File: src/mrf_pkg.sv
`timescale 1ns / 1ps
// ----------------------------------------------------------------------------
// mrf_pkg
// shared types, constants and sha-256 helpers for the merkle root fold
// ----------------------------------------------------------------------------
package mrf_pkg;

  localparam int HashWords = 4;
  localparam int WordW     = 64;

  typedef enum logic [2:0] {
    ST_IDLE,
    ST_LOAD,
    ST_ROUND,
    ST_ADD,
    ST_EMIT
  } state_t;

  typedef enum logic [1:0] {
    BLK_DATA,
    BLK_PAD,
    BLK_SECOND
  } blk_t;

  localparam logic CMD_LEAF    = 1'b0;
  localparam logic CMD_SIBLING = 1'b1;

  localparam logic [255:0] INIT_H = {
    32'h6a09e667, 32'hbb67ae85, 32'h3c6ef372, 32'ha54ff53a,
    32'h510e527f, 32'h9b05688c, 32'h1f83d9ab, 32'h5be0cd19
  };

  function automatic logic [31:0] round_k(input logic [5:0] i);
    logic [31:0] k;
    unique case (i)
      6'd0: k = 32'h428a2f98;  6'd1: k = 32'h71374491;  6'd2: k = 32'hb5c0fbcf;
      6'd3: k = 32'he9b5dba5;  6'd4: k = 32'h3956c25b;  6'd5: k = 32'h59f111f1;
      6'd6: k = 32'h923f82a4;  6'd7: k = 32'hab1c5ed5;  6'd8: k = 32'hd807aa98;
      6'd9: k = 32'h12835b01;  6'd10: k = 32'h243185be; 6'd11: k = 32'h550c7dc3;
      6'd12: k = 32'h72be5d74; 6'd13: k = 32'h80deb1fe; 6'd14: k = 32'h9bdc06a7;
      6'd15: k = 32'hc19bf174; 6'd16: k = 32'he49b69c1; 6'd17: k = 32'hefbe4786;
      6'd18: k = 32'h0fc19dc6; 6'd19: k = 32'h240ca1cc; 6'd20: k = 32'h2de92c6f;
      6'd21: k = 32'h4a7484aa; 6'd22: k = 32'h5cb0a9dc; 6'd23: k = 32'h76f988da;
      6'd24: k = 32'h983e5152; 6'd25: k = 32'ha831c66d; 6'd26: k = 32'hb00327c8;
      6'd27: k = 32'hbf597fc7; 6'd28: k = 32'hc6e00bf3; 6'd29: k = 32'hd5a79147;
      6'd30: k = 32'h06ca6351; 6'd31: k = 32'h14292967; 6'd32: k = 32'h27b70a85;
      6'd33: k = 32'h2e1b2138; 6'd34: k = 32'h4d2c6dfc; 6'd35: k = 32'h53380d13;
      6'd36: k = 32'h650a7354; 6'd37: k = 32'h766a0abb; 6'd38: k = 32'h81c2c92e;
      6'd39: k = 32'h92722c85; 6'd40: k = 32'ha2bfe8a1; 6'd41: k = 32'ha81a664b;
      6'd42: k = 32'hc24b8b70; 6'd43: k = 32'hc76c51a3; 6'd44: k = 32'hd192e819;
      6'd45: k = 32'hd6990624; 6'd46: k = 32'hf40e3585; 6'd47: k = 32'h106aa070;
      6'd48: k = 32'h19a4c116; 6'd49: k = 32'h1e376c08; 6'd50: k = 32'h2748774c;
      6'd51: k = 32'h34b0bcb5; 6'd52: k = 32'h391c0cb3; 6'd53: k = 32'h4ed8aa4a;
      6'd54: k = 32'h5b9cca4f; 6'd55: k = 32'h682e6ff3; 6'd56: k = 32'h748f82ee;
      6'd57: k = 32'h78a5636f; 6'd58: k = 32'h84c87814; 6'd59: k = 32'h8cc70208;
      6'd60: k = 32'h90befffa; 6'd61: k = 32'ha4506ceb; 6'd62: k = 32'hbef9a3f7;
      default: k = 32'hc67178f2;
    endcase
    return k;
  endfunction

  function automatic logic [31:0] rotr(input logic [31:0] x, input int n);
    return (x >> n) | (x << (32 - n));
  endfunction

endpackage

File: src/merkle_root_fold_sha256d_top.sv
`timescale 1ns / 1ps
// ----------------------------------------------------------------------------
// merkle_root_fold_sha256d_top
// merkle root fold with double sha-256 over a branch of sibling hashes
// ----------------------------------------------------------------------------
// usage: every hash travels as four 64-bit words, byte 0 in bits 63:56.
// command 0 loads a word of the starting leaf, command 1 a word of a sibling.
// sibling word 3 folds: current = sha256(sha256(current || sibling)).
// end_of_branch on word 3 emits the root as four out words, index 0..3,
// last_word on word 3.
// flow: a word that does not fold passes through load only. a fold runs three
// compressions on one shared round unit, each a load, 64 rounds and an add,
// and in_stall stays high until the fold is done. after end_of_branch the
// root words follow in index order.
// reset: rst_n low clears the running hash to zero and returns to idle.
// in_stall stays high while a word is being worked on or emitted; out_stall
// holds the current out word until it is taken.
// ----------------------------------------------------------------------------
module merkle_root_fold_sha256d_top (
  input  logic        clk,
  input  logic        rst_n,
  input  logic        in_valid,
  output logic        in_stall,
  input  logic        in_command,
  input  logic [1:0]  in_word_index,
  input  logic [63:0] in_hash_word,
  input  logic        in_end_of_branch,
  output logic        out_valid,
  input  logic        out_stall,
  output logic [63:0] out_root_word,
  output logic [1:0]  out_root_word_index,
  output logic        out_last_word
);

  mrf_pkg::state_t state_r, state_nxt;
  mrf_pkg::blk_t   blk_r, blk_nxt;

  logic [255:0] cur_r, cur_nxt;
  logic [255:0] sib_r, sib_nxt;
  logic [255:0] h_r, h_nxt;
  logic [255:0] v_r, v_nxt;
  logic [511:0] w_r, w_nxt;
  logic [5:0]   rnd_r, rnd_nxt;
  logic [1:0]   oidx_r, oidx_nxt;
  logic         emit_r, emit_nxt;

  logic         acc;
  logic [511:0] blk_words;
  logic [31:0]  a, b, c, d, e, f, g, hh, t1, t2, s0, s1, wnew, w15, w2;
  logic [255:0] sum;

  assign acc = in_valid && !in_stall;
  assign in_stall = (state_r != mrf_pkg::ST_IDLE);

  always_comb begin
    unique case (blk_r)
      mrf_pkg::BLK_DATA: blk_words = {cur_r, sib_r};
      mrf_pkg::BLK_PAD:  blk_words = {32'h80000000, 448'd0, 32'd512};
      default:           blk_words = {h_r, 32'h80000000, 192'd0, 32'd256};
    endcase
  end

  always_comb begin
    a = v_r[255:224]; b = v_r[223:192]; c = v_r[191:160]; d = v_r[159:128];
    e = v_r[127:96];  f = v_r[95:64];   g = v_r[63:32];   hh = v_r[31:0];
    t1 = hh + (mrf_pkg::rotr(e, 6) ^ mrf_pkg::rotr(e, 11) ^ mrf_pkg::rotr(e, 25))
         + ((e & f) ^ (~e & g)) + mrf_pkg::round_k(rnd_r) + w_r[511:480];
    t2 = (mrf_pkg::rotr(a, 2) ^ mrf_pkg::rotr(a, 13) ^ mrf_pkg::rotr(a, 22))
         + ((a & b) ^ (a & c) ^ (b & c));
    w15 = w_r[479:448];
    w2  = w_r[63:32];
    s0 = mrf_pkg::rotr(w15, 7) ^ mrf_pkg::rotr(w15, 18) ^ (w15 >> 3);
    s1 = mrf_pkg::rotr(w2, 17) ^ mrf_pkg::rotr(w2, 19) ^ (w2 >> 10);
    wnew = w_r[511:480] + s0 + w_r[223:192] + s1;
    for (int i = 0; i < 8; i++) begin
      sum[i*32 +: 32] = h_r[i*32 +: 32] + v_r[i*32 +: 32];
    end
  end

  always_comb begin
    state_nxt = state_r;
    blk_nxt   = blk_r;
    cur_nxt   = cur_r;
    sib_nxt   = sib_r;
    h_nxt     = h_r;
    v_nxt     = v_r;
    w_nxt     = w_r;
    rnd_nxt   = rnd_r;
    oidx_nxt  = oidx_r;
    emit_nxt  = emit_r;
    unique case (state_r)
      mrf_pkg::ST_IDLE: begin
        if (acc) begin
          emit_nxt = (in_word_index == 2'd3) && in_end_of_branch;
          oidx_nxt = 2'd0;
          if (in_command == mrf_pkg::CMD_LEAF) begin
            cur_nxt[(3 - in_word_index) * 64 +: 64] = in_hash_word;
            state_nxt = mrf_pkg::ST_LOAD;
          end else begin
            sib_nxt[(3 - in_word_index) * 64 +: 64] = in_hash_word;
            if (in_word_index == 2'd3) begin
              blk_nxt   = mrf_pkg::BLK_DATA;
              h_nxt     = mrf_pkg::INIT_H;
              state_nxt = mrf_pkg::ST_LOAD;
              rnd_nxt   = 6'd1;
            end else begin
              state_nxt = mrf_pkg::ST_LOAD;
            end
          end
        end
      end
      mrf_pkg::ST_LOAD: begin
        // rnd 1 marks the start of a compression, else plain word
        if (rnd_r == 6'd1) begin
          w_nxt     = blk_words;
          v_nxt     = h_r;
          rnd_nxt   = 6'd0;
          state_nxt = mrf_pkg::ST_ROUND;
        end else begin
          state_nxt = emit_r ? mrf_pkg::ST_EMIT : mrf_pkg::ST_IDLE;
        end
      end
      mrf_pkg::ST_ROUND: begin
        v_nxt = {t1 + t2, a, b, c, d + t1, e, f, g};
        w_nxt = {w_r[479:0], wnew};
        rnd_nxt = rnd_r + 6'd1;
        if (rnd_r == 6'd63) begin
          state_nxt = mrf_pkg::ST_ADD;
        end
      end
      mrf_pkg::ST_ADD: begin
        unique case (blk_r)
          mrf_pkg::BLK_DATA: begin
            h_nxt = sum; blk_nxt = mrf_pkg::BLK_PAD;
            rnd_nxt = 6'd1; state_nxt = mrf_pkg::ST_LOAD;
          end
          mrf_pkg::BLK_PAD: begin
            h_nxt = sum; blk_nxt = mrf_pkg::BLK_SECOND;
            rnd_nxt = 6'd1; state_nxt = mrf_pkg::ST_LOAD;
          end
          default: begin
            cur_nxt = sum;
            h_nxt = mrf_pkg::INIT_H;
            state_nxt = emit_r ? mrf_pkg::ST_EMIT : mrf_pkg::ST_IDLE;
          end
        endcase
      end
      mrf_pkg::ST_EMIT: begin
        if (!out_stall) begin
          oidx_nxt = oidx_r + 2'd1;
          if (oidx_r == 2'd3) begin
            state_nxt = mrf_pkg::ST_IDLE;
          end
        end
      end
      default: state_nxt = mrf_pkg::ST_IDLE;
    endcase
    // third block uses init h while holding previous digest in the block
    if (state_r == mrf_pkg::ST_LOAD && rnd_r == 6'd1 && blk_r == mrf_pkg::BLK_SECOND) begin
      v_nxt = mrf_pkg::INIT_H;
      h_nxt = mrf_pkg::INIT_H;
    end
  end

  always_ff @(posedge clk) begin
    if (!rst_n) begin
      state_r <= mrf_pkg::ST_IDLE;
      cur_r   <= '0;
      rnd_r   <= '0;
      oidx_r  <= '0;
      emit_r  <= 1'b0;
      blk_r   <= mrf_pkg::BLK_DATA;
    end else begin
      state_r <= state_nxt;
      cur_r   <= cur_nxt;
      rnd_r   <= rnd_nxt;
      oidx_r  <= oidx_nxt;
      emit_r  <= emit_nxt;
      blk_r   <= blk_nxt;
    end
  end

  always_ff @(posedge clk) begin
    sib_r <= sib_nxt;
    h_r   <= h_nxt;
    v_r   <= v_nxt;
    w_r   <= w_nxt;
  end

  assign out_valid           = (state_r == mrf_pkg::ST_EMIT);
  assign out_root_word       = cur_r[(3 - oidx_r) * 64 +: 64];
  assign out_root_word_index = oidx_r;
  assign out_last_word       = (oidx_r == 2'd3);

  a_no_accept_busy: assert property (@(posedge clk) disable iff (!rst_n)
    (state_r != mrf_pkg::ST_IDLE) |-> !acc)
    else $error("word accepted while busy");
  a_emit_order: assert property (@(posedge clk) disable iff (!rst_n)
    (out_valid && !out_stall && !out_last_word) |=> (out_valid &&
      out_root_word_index == $past(out_root_word_index) + 2'd1))
    else $error("root words out of order");
  a_last_idle: assert property (@(posedge clk) disable iff (!rst_n)
    (out_valid && !out_stall && out_last_word) |=> (state_r == mrf_pkg::ST_IDLE))
    else $error("no return to idle after root");
  a_round_range: assert property (@(posedge clk) disable iff (!rst_n)
    (state_r == mrf_pkg::ST_ROUND && rnd_r == 6'd63) |=> (state_r == mrf_pkg::ST_ADD))
    else $error("round count overrun");

endmodule

File: config.mk
export PLATFORM = sky130hd
export DESIGN_NAME = merkle_root_fold_sha256d_top
export DESIGN_NICKNAME = d
export VERILOG_FILES = /design/src/mrf_pkg.sv /design/src/merkle_root_fold_sha256d_top.sv
export SDC_FILE = /design/constraint.sdc
export NUM_CORES = 2
export LEC_CHECK = 0
export BUFFER_PORTS_ARGS = -buffer_cell sky130_fd_sc_hd__clkbuf_2
export CORE_MARGIN = 4
export CORE_UTILIZATION = 25
export DETAILED_ROUTE_END_ITERATION = 12
export PLACE_DENSITY_LB_ADDON = 0.2
export SLEW_MARGIN = 30
export SYNTH_ARGS = -nofsm -noshare
export SYNTH_HDL_FRONTEND = slang
export SYNTH_SLANG_ARGS = --single-unit
File: constraint.sdc
create_clock -name clk -period 18.75 [get_ports clk]
set_clock_uncertainty 0.1 [all_clocks]
set_input_delay 3.75 -clock clk [delete_from_list [all_inputs] [get_ports clk]]
set_output_delay 3.75 -clock clk [all_outputs]
set_load 0.03 [all_outputs]
# After elaboration in Yosys (flattened, before gate mapping)
# Memories as Yosys holds them, arrays and structs flattened. A register that Yosys moved wholly into a read port is not among the register bits.
# Cells that the tools add are included.
# classes
addsub,23
n_eq_ne,21
n_shift,3
muxes,40
bitwise,27
reduce_logical,22
# op_table
cell,count
256-bit two-way mux,8
512-bit case mux with 2 select lines,2
256-bit case mux with 2 select lines,3
32-bit adder,18
256-bit bitwise mux,2
512-bit two-way mux,1
32-bit XOR,9
64-bit by 34-bit variable shift with 256-bit output (first input constant),1
256-bit by 33-bit indexed part select with 64-bit output,1
64-bit by 34-bit indexed part select with 256-bit output,1
32-bit AND,5
6-bit two-way mux,7
32-bit negator with 34-bit output,1
32-bit inverter,1
10-bit by 32-bit OR with 32-bit output,1
13-bit by 32-bit OR with 32-bit output,1
14-bit by 32-bit OR with 32-bit output,1
15-bit by 32-bit OR with 32-bit output,1
19-bit by 32-bit OR with 32-bit output,1
21-bit by 32-bit OR with 32-bit output,1
25-bit by 32-bit OR with 32-bit output,1
26-bit by 32-bit OR with 32-bit output,1
30-bit by 32-bit OR with 32-bit output,1
7-bit by 32-bit OR with 32-bit output,1
other kinds (33),66
# totals
ff_bits,1550
rom_bits,2048
n_memories,1
# mem_list
name,depth,width,read_ports,rd_clocked_by_memory_dff,write_ports,line,text
(no name shown),64,32,1,1,0,mrf_pkg.sv:35,unique case (i)

# Longest topological paths before layout
# depth
word_depth,9
mapped_depth,36

# Least setup slack after synthesis
# Ideal clock, no wire load.
# synth_timing
kind,register to register
startpoint,reg state_r[1]
endpoint,reg w_r[0] (enable)
setup_time_ns,3.632
arrival_time_ns,10.143
path_slack_ns,4.875
path_stages_with_launch,9
n_path_buf,5
path_cell_list,dfxtp_1 -> nand2b_1 -> clkbuf_1 -> or2_2 -> clkbuf_1 -> clkbuf_1 -> clkbuf_1 -> buf_1 -> nand2_1
# synth_between
elab_chain_len,3
elab_cells_between_ends,5
cone_classes,3 x eq/ne; 2 x reduce/logical
# synth_lines
element,line,text
start: declaration,merkle_root_fold_sha256d_top.sv:35,"mrf_pkg::state_t state_r, state_nxt;"
start signal: assignment,merkle_root_fold_sha256d_top.sv:167,state_r <= mrf_pkg::ST_IDLE;
start signal: assignment,merkle_root_fold_sha256d_top.sv:174,state_r <= state_nxt;
3-bit by 1-bit == test with 1-bit output or 3-bit by 2-bit == test with 1-bit output (tied branches),merkle_root_fold_sha256d_top.sv:91,unique case (state_r)
2-bit != test (no source line) or 2-bit nonzero test (tied branches),-,
2-bit AND reduction (no source line) (*),-,
end signal: assignment,merkle_root_fold_sha256d_top.sv:187,w_r <= w_nxt;
end: declaration,merkle_root_fold_sha256d_top.sv:42,"logic [511:0] w_r, w_nxt;"
# Every way passes the cells marked *; elsewhere a longest branch is shown, timed or not.
# A chain may end at the register's enable or synchronous reset.

# Final worst setup path
# layout_timing
startpoint,reg v_r[123]
endpoint,reg v_r[255]
# layout_between
elab_chain_len,9
elab_cells_between_ends,15
cone_classes,5 x add/sub; 1 x mux; 9 x bitwise
# layout_lines
element,line,text
start: declaration,merkle_root_fold_sha256d_top.sv:41,"logic [255:0] v_r, v_nxt;"
start signal: assignment,merkle_root_fold_sha256d_top.sv:186,v_r <= v_nxt;
21-bit by 32-bit OR with 32-bit output or 26-bit by 32-bit OR with 32-bit output (tied branches),mrf_pkg.sv:63,return (x >> n) | (x << (32 - n));
32-bit XOR (2 in a row),merkle_root_fold_sha256d_top.sv:66,"t1 = hh + (mrf_pkg::rotr(e, 6) ^ mrf_pkg::rotr(e, 11) ^ mrf_pkg::rotr(e, 25))"
32-bit adder,merkle_root_fold_sha256d_top.sv:66,
32-bit adder (*) (3 in a row),merkle_root_fold_sha256d_top.sv:67,+ ((e & f) ^ (~e & g)) + mrf_pkg::round_k(rnd_r) + w_r[511:480];
32-bit adder (*),merkle_root_fold_sha256d_top.sv:124,"v_nxt = {t1 + t2, a, b, c, d + t1, e, f, g};"
256-bit case mux with 2 select lines (*),merkle_root_fold_sha256d_top.sv:91,
# Marks and branches as above.

==> results.tsv <==
metric	value	unit
status	completed	
starting density of the core	0.2508	
post-CTS sizing	0	
overall die width	621.8	µm
setup TNS	0	ps
share of the synthesized area in the top cell type	0.2449	
arrival time at the worst endpoint	10300	ps
Final Wtd Congestion	0.9802	
WL/cell	34.20	µm
Final Hold Viols	0	
Worst Setup Path Type	register to register	
drt first pass iters	6	
clock-pin slew on the worst setup and hold paths	60	ps
violation count after the first detailed-route iteration	9354	
Slew HR	0.1853	
final core utilization	0.2850	
DRC	0	
Via density	5.521	
grt total ovfl	0	
HP Class	register to register	
CP required	19380	ps
Tmin final	9669	ps
fraction of layout cells with a size suffix above 1	0.07940	
Fin Hold WS	392.7	ps
Die Ht	621.8	µm
crit share post-route	0.5157	
cts hold-fix bufs	0	
CTS root buf	clkbuf_16	
CP most frequent cell	inv_1	
Port-buffer cells	140	
Post-synth EDFFs	768	
CTS sink cnt	1582	
Yosys top cell by area	edfxtp_1	
Post-synth top flop	dfxtp_1	
Core Region	375500	µm²
total track usage	0.2594	
Post-CTS Setup Inserts	0	
clock latency on the worst-skew pair	940	ps
Cell Rows	225	
pre-CTS setup slack	9341	ps
die area	386600	µm²
Num CTS Buffers	198	
wirelength, routed	522500	µm
Slew @ Worst Pin	1222	ps
Vias	84370	
crit path max fanout	7	
dominant cells by area after synthesis	edfxtp_1, dfxtp_1, ha_1, a21oi_1, nor2_1	
Final Setup Violations	0	
NumNets Final	10750	
Post-DRT Antenna Nets	0	
RSZ-0062 raised after global routing	no	
initial antenna violation count	64	
delay of the slowest cell on the worst path	690	ps
asr flop ratio synth	0	
combined area of the multi-input logic cells	50470	µm²
CP Capture Type	register	
largest net degree at the start of global routing	171	
final worst setup slack	9081	ps
post-synth net total	10940	
DP Wirelength	388700	µm
number of H-tree levels	4	
Reg area	39370	µm²
Syn-to-layout area delta	13.65	%
Synth Register Bits	1582	
Ports	141	
r2r setup slk	9080	ps
number of global-route vias before repair	80200	
CTS tree	built	
synthesized area	94190	µm²
first-pass GRT wire length	706500	µm
Worst Setup Start Kind	register	
Clock Path Buffers	4	
Fmax	103.4	MHz
Slowest-stage cell, CP	o31ai_1	
final slew viol count	0	
cell count after synthesis	10280	
Yosys warning count	0	
fill count	40110	
number of max-cap violations	0	
Avg Cell Area, Syn	9.167	µm²
register area share after synthesis	0.4179	
Netlist cell types	96	
==> per-stage QoR <==
| stage | area [µm²] | std cells |
|---|---|---|
| 6_report | 107000 | 15280 |
| 5_1_grt | 107000 | 15250 |
| 4_1_cts | 106900 | 15240 |
| 3_5_place_dp | 100300 | 14880 |
| 3_3_place_gp | 100100 | 14880 |
| 2_1_floorplan | 94190 | 10280 |
==> worst max-delay path, delay by kind of cell (launching register included) <==
family / cells / cell delay, ps
compound gates: 16 / 4650
fa+ha+maj: 6 / 2560
xor+xnor: 3 / 750
flops: 1 / 630
simple gates: 3 / 420
buf+inv: 5 / 400
==> cells in the final DEF (no fill, tap or decap), types with 66 or more instances in the layout <==
cell type,instances
nand3_1,364
xnor2_1,358
buf_4,178
inv_1,512
mux2i_1,213
o21a_1,74
a21o_1,202
nor3_1,166
nor2_1,1076
o21ai_0,708
clkbuf_2,139
a22oi_1,84
and2_1,281
clkbuf_16,203
xor2_1,209
a221oi_1,392
fa_1,195
o211ai_1,83
dfxtp_1,811
nand2_1,936
ha_1,396
a21oi_1,830
edfxtp_1,768
a211oi_1,77
mux4_2,66
==> logic make-up (layout without fill, tap and decap cells) <==
group	count (synthesis)	after routing	synth area share
AOI/OAI and AO/OA	2870	2870	0.1952
adders and majority gates	595	595	0.09453
and+or+nand+nor	3107	3107	0.1463
xor gates and xnor gates	575	575	0.05384
DFF	1582	1582	0.4179
muxes	308	308	0.04188
other	0	34	0
buffers and inverters	1238	1215	0.05039
==> Yosys cell counts, drive strengths merged, types with 195 or more instances <==
cell type,n
a21oi,833
inv,514
dfxtp,814
xnor2,362
o21ai,722
and2,283
fa,195
a21o,203
edfxtp,768
nand2,943
nand3,364
clkbuf,628
xor2,211
ha,398
mux2i,213
a221oi,392
nor2,1083
==> path summary, 6_finish.rpt <==
| check | cells past startpoint | endpoint | start |
|---|---|---|---|
| max | 33 | v_r[255] | v_r[123] |
| min reg2reg | 2 | w_r[35] | w_r[3] |
| min | 2 | w_r[35] | w_r[3] |
| max reg2reg | 33 | v_r[255] | v_r[123] |
==> cell type report <==
| type | count | area share |
|---|---|---|
| diodes | 34 | 0.0007948 |
| inverters | 518 | 0.01827 |
| flip-flops and latches | 1582 | 0.3678 |
| clock inverters | 88 | 0.009830 |
| clock buffers | 275 | 0.05138 |
| multi-input cells | 7455 | 0.4715 |
| repair buffers | 334 | 0.02209 |
| well taps | 4994 | 0.05837 |
==> state kept, by name, indices dropped and copies added, names as in the netlist, named ones only <==
| signal | count |
|---|---|
| rnd_r | 6 |
| out_root_word_index | 2 |
| emit_r | 1 |
| sib_r | 256 |
| blk_r | 2 |
| state_r | 3 |
| w_r | 512 |
| v_r | 256 |
| h_r | 256 |
| cur_r | 256 |
==> metal layers <==
layer / vias up / global-route usage / share of wire / routed length, µm
li1: 36500 / - / - / -
met1: 43050 / 0.3372 / 0.41 / 216100
met2: 3941 / 0.4032 / 0.44 / 230600
met3: 861 / 0.04234 / 0.072 / 37810
met4: 12 / 0.1571 / 0.073 / 37930
met5: - / 0 / 0.00013 / 70
Power is not shown: default switching activity piles up to over one toggle a cycle in this logic, so the estimate is an artifact.
